--- src/dfs_pkg.sv ---
package dfs_pkg;

	typedef enum logic [3:0] {
		ST_IDLE,
		ST_ROOT,
		ST_TOP,
		ST_SCAN,
		ST_EDGE,
		ST_EMIT_RD,
		ST_EMIT,
		ST_CLEAR
	} dfs_state_t;

	localparam logic [1:0] COLOR_WHITE = 2'd0;
	localparam logic [1:0] COLOR_GREY  = 2'd1;
	localparam logic [1:0] COLOR_BLACK = 2'd2;

	localparam logic OP_ADD = 1'b0;
	localparam logic OP_RUN = 1'b1;

endpackage

--- src/dfs_timestamps_cycle_detect.sv ---
// Depth-first search over a loaded directed graph, with discovery and finish times.
//
// Input channel (in_valid/in_ready): opcode 0 loads the edge (src_vertex, dst_vertex),
// one transfer per cycle, with no result. Opcode 1 runs the search from vertices
// 1..vertex_count in order (0 acts as 1, a count above MAX_VERTICES as MAX_VERTICES)
// and then streams one result per discovered vertex on the output channel
// (out_valid/out_ready), in discovery order, with last on the final one. acyclic is
// set on the last result when no back edge was seen; edges_dropped tells that an edge
// found the store full. A run keeps the input not ready. The search visits each root
// vertex in ST_ROOT, reloads a stack top in ST_TOP after every discovery, every edge
// followed and every finish, and reads each edge entry through ST_SCAN and ST_EDGE,
// since each vertex walks the edge memory once through its single read port, plus at
// most one read past the end. Each result then goes out through ST_EMIT_RD and
// ST_EMIT when the receiver is ready, and ST_CLEAR then clears the run state.
// The configuration channel (cfg_valid/cfg_ready) writes vertex_count; write it only
// while idle. When the receiver stalls, the current result holds until its transfer.
// Reset clears all control state; edge and time memories are undefined until written.
module dfs_timestamps_cycle_detect #(
	parameter int MAX_VERTICES = 32,
	parameter int MAX_EDGES    = 256
) (
	input  logic       clk,
	input  logic       arst_n,
	input  logic       cfg_valid,
	output logic       cfg_ready,
	input  logic [5:0] cfg_data,
	input  logic       in_valid,
	output logic       in_ready,
	input  logic       opcode,
	input  logic [5:0] src_vertex,
	input  logic [5:0] dst_vertex,
	output logic       out_valid,
	input  logic       out_ready,
	output logic [5:0] vertex_id,
	output logic [6:0] discovery_time,
	output logic [6:0] finish_time,
	output logic       acyclic,
	output logic       edges_dropped,
	output logic       last
);
	import dfs_pkg::*;

	localparam int VW = $clog2(MAX_VERTICES);
	localparam int EW = $clog2(MAX_EDGES);
	localparam int CW = $clog2(MAX_EDGES + 1);
	localparam int NW = $clog2(MAX_VERTICES + 1);

	dfs_state_t state_q, state_d;

	logic [VW-1:0] src_mem [MAX_EDGES];
	logic [VW-1:0] dst_mem [MAX_EDGES];
	logic [VW-1:0] stk_v_mem [MAX_VERTICES];
	logic [CW-1:0] stk_e_mem [MAX_VERTICES];
	logic [6:0]    disc_mem [MAX_VERTICES];
	logic [6:0]    fin_mem [MAX_VERTICES];
	logic [VW-1:0] order_mem [MAX_VERTICES];
	logic [1:0]    color_q [MAX_VERTICES];

	logic [5:0]    vcount_q;
	logic [CW-1:0] ecount_q;
	logic          ovf_q, cyc_q;
	logic [6:0]    time_q;
	logic [NW-1:0] sp_q, vis_q, root_q, k_q;
	logic [VW-1:0] u_q;
	logic [CW-1:0] e_q;
	logic [VW-1:0] rd_src_q, rd_dst_q;
	logic [NW-1:0] n_act;

	logic [VW-1:0] ov_q;
	logic [6:0]    od_q, of_q;
	logic          oval_q;

	always_comb begin
		if (vcount_q == 6'd0) n_act = NW'(1);
		else if (32'(vcount_q) > MAX_VERTICES) n_act = NW'(MAX_VERTICES);
		else n_act = NW'(vcount_q);
	end

	logic in_src_ok, in_dst_ok, load_fire, run_fire;
	assign in_src_ok = src_vertex != 6'd0 && 32'(src_vertex) <= MAX_VERTICES;
	assign in_dst_ok = dst_vertex != 6'd0 && 32'(dst_vertex) <= MAX_VERTICES;
	assign in_ready  = state_q == ST_IDLE;
	assign cfg_ready = 1'b1;
	assign load_fire = in_valid && in_ready && opcode == OP_ADD;
	assign run_fire  = in_valid && in_ready && opcode == OP_RUN;

	logic scan_end, edge_hit;
	logic [VW-1:0] root_v;
	assign root_v   = root_q[VW-1:0];
	assign scan_end = e_q >= ecount_q;

	always_comb begin
		state_d = state_q;
		case (state_q)
			ST_IDLE:    if (run_fire) state_d = ST_ROOT;
			ST_ROOT: begin
				if (root_q >= n_act) state_d = (vis_q == '0) ? ST_CLEAR : ST_EMIT_RD;
				else if (color_q[root_v] == COLOR_WHITE) state_d = ST_TOP;
			end
			ST_TOP:     state_d = (sp_q == '0) ? ST_ROOT : ST_SCAN;
			ST_SCAN:    state_d = ST_EDGE;
			ST_EDGE: begin
				if (scan_end) state_d = ST_TOP;
				else if (edge_hit) state_d = ST_TOP;
				else state_d = ST_SCAN;
			end
			ST_EMIT_RD: state_d = ST_EMIT;
			ST_EMIT: begin
				if (out_ready) state_d = (k_q == vis_q) ? ST_CLEAR : ST_EMIT_RD;
			end
			ST_CLEAR:   state_d = ST_IDLE;
			default:    state_d = ST_IDLE;
		endcase
	end

	// In ST_EDGE the registered edge read belongs to index e_q - 1.
	assign edge_hit = rd_src_q == u_q && 32'(rd_dst_q) < 32'(n_act);

	always_ff @(posedge clk or negedge arst_n) begin
		if (!arst_n) state_q <= ST_IDLE;
		else state_q <= state_d;
	end

	always_ff @(posedge clk) begin
		rd_src_q <= src_mem[e_q[EW-1:0]];
		rd_dst_q <= dst_mem[e_q[EW-1:0]];
		if (load_fire && in_src_ok && in_dst_ok && 32'(ecount_q) < MAX_EDGES) begin
			src_mem[ecount_q[EW-1:0]] <= VW'(src_vertex - 6'd1);
			dst_mem[ecount_q[EW-1:0]] <= VW'(dst_vertex - 6'd1);
		end
	end

	logic [NW-1:0] top_i;
	assign top_i = sp_q - NW'(1);

	always_ff @(posedge clk or negedge arst_n) begin
		if (!arst_n) begin
			vcount_q <= 6'd32;
			ecount_q <= '0;
			ovf_q <= 1'b0;
			cyc_q <= 1'b0;
			time_q <= '0;
			sp_q <= '0;
			vis_q <= '0;
			root_q <= '0;
			k_q <= '0;
			oval_q <= 1'b0;
			u_q <= '0;
			e_q <= '0;
			for (int i = 0; i < MAX_VERTICES; i++) color_q[i] <= COLOR_WHITE;
		end else begin
			if (cfg_valid && cfg_ready) vcount_q <= cfg_data;
			if (load_fire && in_src_ok && in_dst_ok) begin
				if (32'(ecount_q) < MAX_EDGES) ecount_q <= ecount_q + CW'(1);
				else ovf_q <= 1'b1;
			end
			case (state_q)
				ST_IDLE: begin
					root_q <= '0;
					k_q <= '0;
				end
				ST_ROOT: begin
					if (root_q < n_act) begin
						if (color_q[root_v] == COLOR_WHITE) begin
							time_q <= time_q + 7'd1;
							disc_mem[root_v] <= time_q + 7'd1;
							color_q[root_v] <= COLOR_GREY;
							order_mem[vis_q[VW-1:0]] <= root_v;
							vis_q <= vis_q + NW'(1);
							stk_v_mem[0] <= root_v;
							stk_e_mem[0] <= '0;
							sp_q <= NW'(1);
						end
						root_q <= root_q + NW'(1);
					end
				end
				ST_TOP: begin
					if (sp_q != '0) begin
						u_q <= stk_v_mem[top_i[VW-1:0]];
						e_q <= stk_e_mem[top_i[VW-1:0]];
					end
				end
				ST_SCAN: e_q <= e_q + CW'(1);
				ST_EDGE: begin
					if (edge_hit && !(e_q > ecount_q)) begin
						stk_e_mem[top_i[VW-1:0]] <= e_q;
						if (color_q[rd_dst_q] == COLOR_WHITE) begin
							time_q <= time_q + 7'd1;
							disc_mem[rd_dst_q] <= time_q + 7'd1;
							color_q[rd_dst_q] <= COLOR_GREY;
							order_mem[vis_q[VW-1:0]] <= rd_dst_q;
							vis_q <= vis_q + NW'(1);
							if (32'(sp_q) < MAX_VERTICES) begin
								stk_v_mem[sp_q[VW-1:0]] <= rd_dst_q;
								stk_e_mem[sp_q[VW-1:0]] <= '0;
								sp_q <= sp_q + NW'(1);
							end
						end else if (color_q[rd_dst_q] == COLOR_GREY) begin
							cyc_q <= 1'b1;
						end
					end else if (e_q > ecount_q || !edge_hit && scan_end) begin
						sp_q <= top_i;
						color_q[u_q] <= COLOR_BLACK;
						time_q <= time_q + 7'd1;
						fin_mem[u_q] <= time_q + 7'd1;
					end
				end
				ST_EMIT_RD: begin
					ov_q <= order_mem[k_q[VW-1:0]];
					od_q <= disc_mem[order_mem[k_q[VW-1:0]]];
					of_q <= fin_mem[order_mem[k_q[VW-1:0]]];
					k_q <= k_q + NW'(1);
					oval_q <= 1'b1;
				end
				ST_EMIT: begin
					if (out_ready) oval_q <= 1'b0;
				end
				ST_CLEAR: begin
					ecount_q <= '0;
					ovf_q <= 1'b0;
					cyc_q <= 1'b0;
					time_q <= '0;
					sp_q <= '0;
					vis_q <= '0;
					for (int i = 0; i < MAX_VERTICES; i++) color_q[i] <= COLOR_WHITE;
				end
				default: ;
			endcase
		end
	end

	// ST_SCAN runs before every ST_EDGE of a top, so the read of edge e is
	// registered when e_q holds e+1; scan_end above therefore means that no edge
	// remains after the one just read.
	assign out_valid      = state_q == ST_EMIT && oval_q;
	assign vertex_id      = 6'(ov_q) + 6'd1;
	assign discovery_time = od_q;
	assign finish_time    = of_q;
	assign last           = k_q == vis_q;
	assign acyclic        = last && !cyc_q;
	assign edges_dropped  = ovf_q;

	assert property (@(posedge clk) disable iff (!arst_n)
		out_valid && !out_ready |=> out_valid && $stable(vertex_id))
		else $error("result changed while stalled");
	assert property (@(posedge clk) disable iff (!arst_n)
		in_ready |-> !out_valid)
		else $error("result shown while idle");
	assert property (@(posedge clk) disable iff (!arst_n)
		32'(sp_q) <= MAX_VERTICES)
		else $error("stack overflow");
	assert property (@(posedge clk) disable iff (!arst_n)
		state_q == ST_CLEAR |=> time_q == '0 && ecount_q == '0)
		else $error("run not cleared");

endmodule

--- config.mk ---
export PLATFORM = sky130hd
export DESIGN_NAME = dfs_timestamps_cycle_detect
export DESIGN_NICKNAME = d
export VERILOG_FILES = /design/src/dfs_pkg.sv /design/src/dfs_timestamps_cycle_detect.sv
export SDC_FILE = /design/constraint.sdc
export NUM_CORES = 2
export LEC_CHECK = 0
export ABC_AREA = 1
export ABC_CLOCK_PERIOD_IN_PS = 4900
export BUFFER_PORTS_ARGS = -buffer_cell sky130_fd_sc_hd__buf_2
export CAP_MARGIN = 40
export CORE_ASPECT_RATIO = 0.8
export CORE_MARGIN = 4
export CORE_UTILIZATION = 25
export DETAILED_ROUTE_END_ITERATION = 8
export HOLD_SLACK_MARGIN = 0.05
export PLACE_DENSITY = 0.36
export SYNTH_ARGS = -nofsm -noshare
export SYNTH_HDL_FRONTEND = slang
export SYNTH_SLANG_ARGS = --single-unit
--- constraint.sdc ---
create_clock -name clk -period 4.9 [get_ports clk]
set_clock_uncertainty 0.05 [all_clocks]
set_input_delay 0.98 -clock clk [delete_from_list [all_inputs] [get_ports clk]]
set_output_delay 0.98 -clock clk [all_outputs]
set_load 0.02 [all_outputs]
**Word-level counts from Yosys, hierarchy flattened**

Memories as Yosys holds them, arrays and structs flattened. A register that Yosys moved wholly into a read port is not among the register bits.
Index checks and enable logic that the tools add are counted.

- Bits in registers: 131
- RAM bits: 3616
- Bits of input ports: 24
- Output and inout port bits: 26
- Word-level logic and storage cells: 272
- Memories: 7

- Add/subtract/negate cells: 11
- $lt $le $gt $ge: 16
- Equality and inequality tests: 24
- Multiplexer cells: 97
- Bitwise gates (word level): 14
- Reductions and logical operators: 58

Memories:

| name | words | bits a word | rd ports | clocked after Yosys merged registers in | wr ports | RTL line | RTL |
|---|---|---|---|---|---|---|---|
| dst_mem | 256 | 5 | 1 | 1 | 1 | dfs_timestamps_cycle_detect.sv:51 | `logic [VW-1:0] dst_mem [MAX_EDGES];` |
| src_mem | 256 | 5 | 1 | 1 | 1 | dfs_timestamps_cycle_detect.sv:50 | `logic [VW-1:0] src_mem [MAX_EDGES];` |
| stk_e_mem | 32 | 9 | 1 | 0 | 2 | dfs_timestamps_cycle_detect.sv:53 | `logic [CW-1:0] stk_e_mem [MAX_VERTICES];` |
| disc_mem | 32 | 7 | 1 | 1 | 1 | dfs_timestamps_cycle_detect.sv:54 | `logic [6:0] disc_mem [MAX_VERTICES];` |
| fin_mem | 32 | 7 | 1 | 1 | 1 | dfs_timestamps_cycle_detect.sv:55 | `logic [6:0] fin_mem [MAX_VERTICES];` |
| order_mem | 32 | 5 | 1 | 0 | 1 | dfs_timestamps_cycle_detect.sv:56 | `logic [VW-1:0] order_mem [MAX_VERTICES];` |
| 1 more memories | -- | -- | -- | -- | -- | -- |  |

Operators by type and width:

| kind | count |
|---|---|
| $mux 64 | 5 |
| $pmux 64 s3 | 1 |
| $and 32x32->32 | 3 |
| $not 32->32 | 3 |
| $or 32x32->32 | 3 |
| $mux 6 | 13 |
| $mux 9 | 5 |
| $mux 7 | 6 |
| $pmux 6 s3 | 2 |
| $mux 1 | 34 |
| $demux 2 s5 | 3 |
| $pmux 4 s7 | 1 |
| $mux 5 | 5 |
| $add 6x1->6 const B | 4 |
| $pmux 6 s2 | 2 |
| $logic_and 1x1->1 | 21 |
| $pmux 7 s3 | 1 |
| $bmux 2 s5 | 2 |
| $mux 2 | 10 |
| $add 9x1->9 const B | 2 |
| $ge 6x6->1 const B | 3 |
| $logic_not 6->1 | 3 |
| $lt 6x1->1 const B | 3 |
| $not 5->6 | 3 |
| 42 further kinds | 82 |

**Longest topological paths before layout**

- Depth after elaboration: 13
- Gate-level depth with buffers: 20

**Worst setup path before layout**

Ideal clock, no wire load.

- Path kind: input -> register
- Start: in src_vertex[0]
- End: mem src_mem[0][4] (netlist bit) (data pin)
- Library setup time: 1.526 ns
- Arrival: 11.010 ns
- Slack: -7.686 ns
- Stages: 4
- Path buffers: 0
- Cell sequence: inv_1 ha_1 nand3_1 xor2_1

- Cells in the longest elaborated chain, start to end: 1

Ends and longest elaborated chain:

| item | RTL line | RTL |
|---|---|---|
| start, declared | dfs_timestamps_cycle_detect.sv:30 | `input logic [5:0] src_vertex,` |
| $sub 5x1->5 | dfs_timestamps_cycle_detect.sv:128 | `src_mem[ecount_q[EW-1:0]] <= VW'(src_vertex - 6'd1);` |
| end, declared | dfs_timestamps_cycle_detect.sv:50 |  |

Every way passes these cells.

**Final worst setup path**

- Start: reg k_q[4]
- End: out acyclic

- Cells in the longest elaborated chain, start to end: 2

Ends and longest elaborated chain:

| item | RTL line | RTL |
|---|---|---|
| start, declared | dfs_timestamps_cycle_detect.sv:63 | `logic [NW-1:0] sp_q, vis_q, root_q, k_q;` |
| start signal, assigned | dfs_timestamps_cycle_detect.sv:212 | `k_q <= k_q + NW'(1);` |
| $eq 6x6->1 | dfs_timestamps_cycle_detect.sv:239 | `assign last = k_q == vis_q;` |
| $logic_and 1x1->1 | dfs_timestamps_cycle_detect.sv:240 | `assign acyclic = last && !cyc_q;` |
| end, declared | dfs_timestamps_cycle_detect.sv:37 | `output logic acyclic,` |

Every way passes these cells.

==> metrics.cfg <==
[run_status]
status=complete, no violations

[detailed_routing]
dr.pass1.iters=5
via_per_inst=4.85
wl_um=614000
route.detailed.drc=0
vias=112768
post_drt_wl_per_cell_um=26.4
drt_iter0_markers=12360
antenna_left=0

[floorplanning]
die_h_um=719
io_pins=50
die_x_um=897
rows=260
coreArea_sq_mm=0.628
start_util_pct=25.1
die_area_sq_mm=0.645

[critical_path]
crit_slowest_cell=dfrtp_1
path_delay_family=buffers and inverters
cpPeakStageDelay_ns=0.66
worst_setup_path_start_kind=register
cp-end-kind=output port
critPathArrivalTime_ns=3.34
cp_num_cells=7
r2r-end=disc_mem[14][4]
critPathMaxFanout=15
path_cells=inv_1, nor2_1, nor4_1, nand3_1, buf_4, nor2_1, buf_2
critPathBufInv=3
r2r_slack_ns=0.62
critical_path_class=reg -> out
critPathMostFrequentCell=nor2_1
crit_required_ns=3.87
startpoint=k_q[4]
r2r_cells=18
rr_startpoint=vcount_q[3]

[yosys]
synth_common_cells=edfxtp_1 (3347), nor2_1 (2658), o21ai_0 (1804)
synthCells=14065
ys_types=62
synth_seq_cells=3775
syn_avg_cell_area_sq_um=11.2
async_reset_ff_share_pct=3.44
synth_warnings=0
synth-edff-count=3347
syn_nets=14133
synth_top_area_cell=edfxtp_1
yosysSeqAreaShare_pct=69.5
synthFlopType=edfxtp_1
synth.top_cell.area_share_pct=63.6
netlist_area_sq_mm=0.158
yosysMostFrequentCell=edfxtp_1
synthTopCellsByArea=edfxtp_1 (64%), nor2_1 (6.3%), o21ai_0 (5.7%)

[sta]
final_max_slew_viol_count=0
rsz0062_at_grt=false
max_clock_freq_mhz=229
relSlewSlack_pct=32.4
setup_violations=0
layout_min_cycle_time_ns=4.37
finalCritPeriodShare_pct=89.2
worst_slew_pin_slew_ns=1.01
hold_violations=0
tns_ns=0

[cells_and_area]
nNetsFinal=14521
drive_gt1_share_pct=11.5
fin_area_sq_mm=0.187
post-route-util_pct=29.7
syn2layout_area_growth_pct=18.3

[clocking]
htree_num_levels=5
cts_tree=built
cts_buffer_depth=4
clock_latency_ns=1.03
clkTransAtPathRegs_ns=0.06
cts_root_buffer=clkbuf_16
postCtsSetupBuffers=0
numClockSinks=3775
holdBufCountCts=0
cts.repair.resized=0
numCtsBuffers=427

[place]
port_buffers=48
gp_congestion=0.825
postPlaceCellArea_sq_mm=0.173
place_hpwl_um=387000

[global_routing]
grt_pass1_vias=108487
grt_pass1_wl_um=861000
grt_max_degree=133
antenna_found_initial=50
grt_usage_pct=18.3
grt_overflow=0

[min_path]
hp-class=in -> async

[power_and_ir_drop]
vdd_drop_max_mv=0.506
power_density_mw_per_mm2=583
leakagePower_nw=63.9
power_mw=109

[flow_run]
drv_cap=0

==> cells by family after synthesis <==
logic type / count (synthesis) / synth area share (%)
compound gates: 3053 / 11.1
xor+xnor: 29 / 0.177
fa+ha+maj: 44 / 0.349
buf+inv: 1398 / 3.52
flops: 3775 / 69.5
mux: 3 / 0.0214
other cells: 1 / 0.00237
simple gates: 5762 / 15.3
==> layer usage <==
| layer | part of all wire, % | global-route usage (%) | routed length, um | up-vias |
|---|---|---|---|---|
| li1 | - | - | - | 51338 |
| met4 | 1.9 | 3.45 | 11400 | 4 |
| met3 | 6.1 | 2.67 | 37300 | 620 |
| met5 | 0.0037 | 0 | 23 | - |
| met1 | 50 | 28.9 | 308000 | 57348 |
| met2 | 42 | 26.3 | 256000 | 3458 |
==> report_power, final <==
group / leakage [nW] / switching [mW] / internal (mW) / total [mW]
combinational: 23.0 / 30.3 / 9.76 / 40.1
clock: 6.59 / 13.8 / 18.1 / 31.9
sequential: 34.3 / 0.659 / 36.3 / 37.0
total: 63.9 / 44.8 / 64.2 / 109
==> worst max-delay path by stage <==
stage                     slack [ns]             end
after detailed placement         0.1  src_mem[72][0]
final                           0.53         acyclic
after CTS                       0.34         acyclic
after floorplan                -1.82   src_mem[0][4]
after global routing            0.30         acyclic
after global placement          0.13  dst_mem[72][3]
==> registers in the layout, summed over array words and instances (netlist names), 9 cells and up <==
signal     count
stk_e_mem    288
color_q       64
order_mem    160
e_q            9
stk_v_mem    160
disc_mem     224
ecount_q       9
fin_mem      224
dst_mem     1280
src_mem     1280
==> cell usage in the layout, fill, tap and decap left out, types with 48 or more instances in the layout <==
cell	instances
edfxtp_1	3347
nor2_1	2652
o21ai_0	1799
nand2_1	1791
nand3_1	972
buf_4	730
o22ai_1	448
clkbuf_16	435
inv_1	406
dfxtp_1	298
o221ai_1	295
a21oi_1	234
o211ai_1	172
nand3b_1	130
dfrtp_1	122
buf_12	115
clkbuf_1	96
clkinv_1	95
clkinv_2	83
buf_2	48
==> area by class of cell <==
type | instances | area (sq um)
Antenna cell | 43 | 108
Clock buffer | 542 | 11400
Clock inverter | 237 | 2110
Fill cell | 64430 | 441000
Inverter | 454 | 1770
Multi-Input combinational cell | 8892 | 43000
Sequential cell | 3775 | 110000
Tap cell | 8384 | 10500
Timing Repair Buffer | 903 | 8200
==> worst reg2reg max path: stages, from the launching register on <==
cell,delay [ns]
dfrtp_1,0.41
nor2_1,0.14
nand3_1,0.09
nand2_1,0.10
nand2_1,0.11
ha_1,0.31
a21oi_1,0.12
o21ai_0,0.19
buf_4,0.20
nor2_1,0.16
nand3_2,0.13
nor2_4,0.18
nand2_4,0.25
buf_4,0.29
o21ai_1,0.31
buf_4,0.21
nand3_1,0.26
nor2_1,0.30
buf_4,0.21
==> per-stage QoR <==
stage               std cells  hold WS [ns]  worst slack (ns)
CTS                     23187        0.0659             0.338
detailed placement      22408         0.404            0.0995
finish                  23230         0.126             0.527
global placement        22385         0.402             0.131
global route            23206         0.124             0.303
floorplan               14065         0.391             -1.82
No activity file was read; power rests on OpenSTA's default activity.
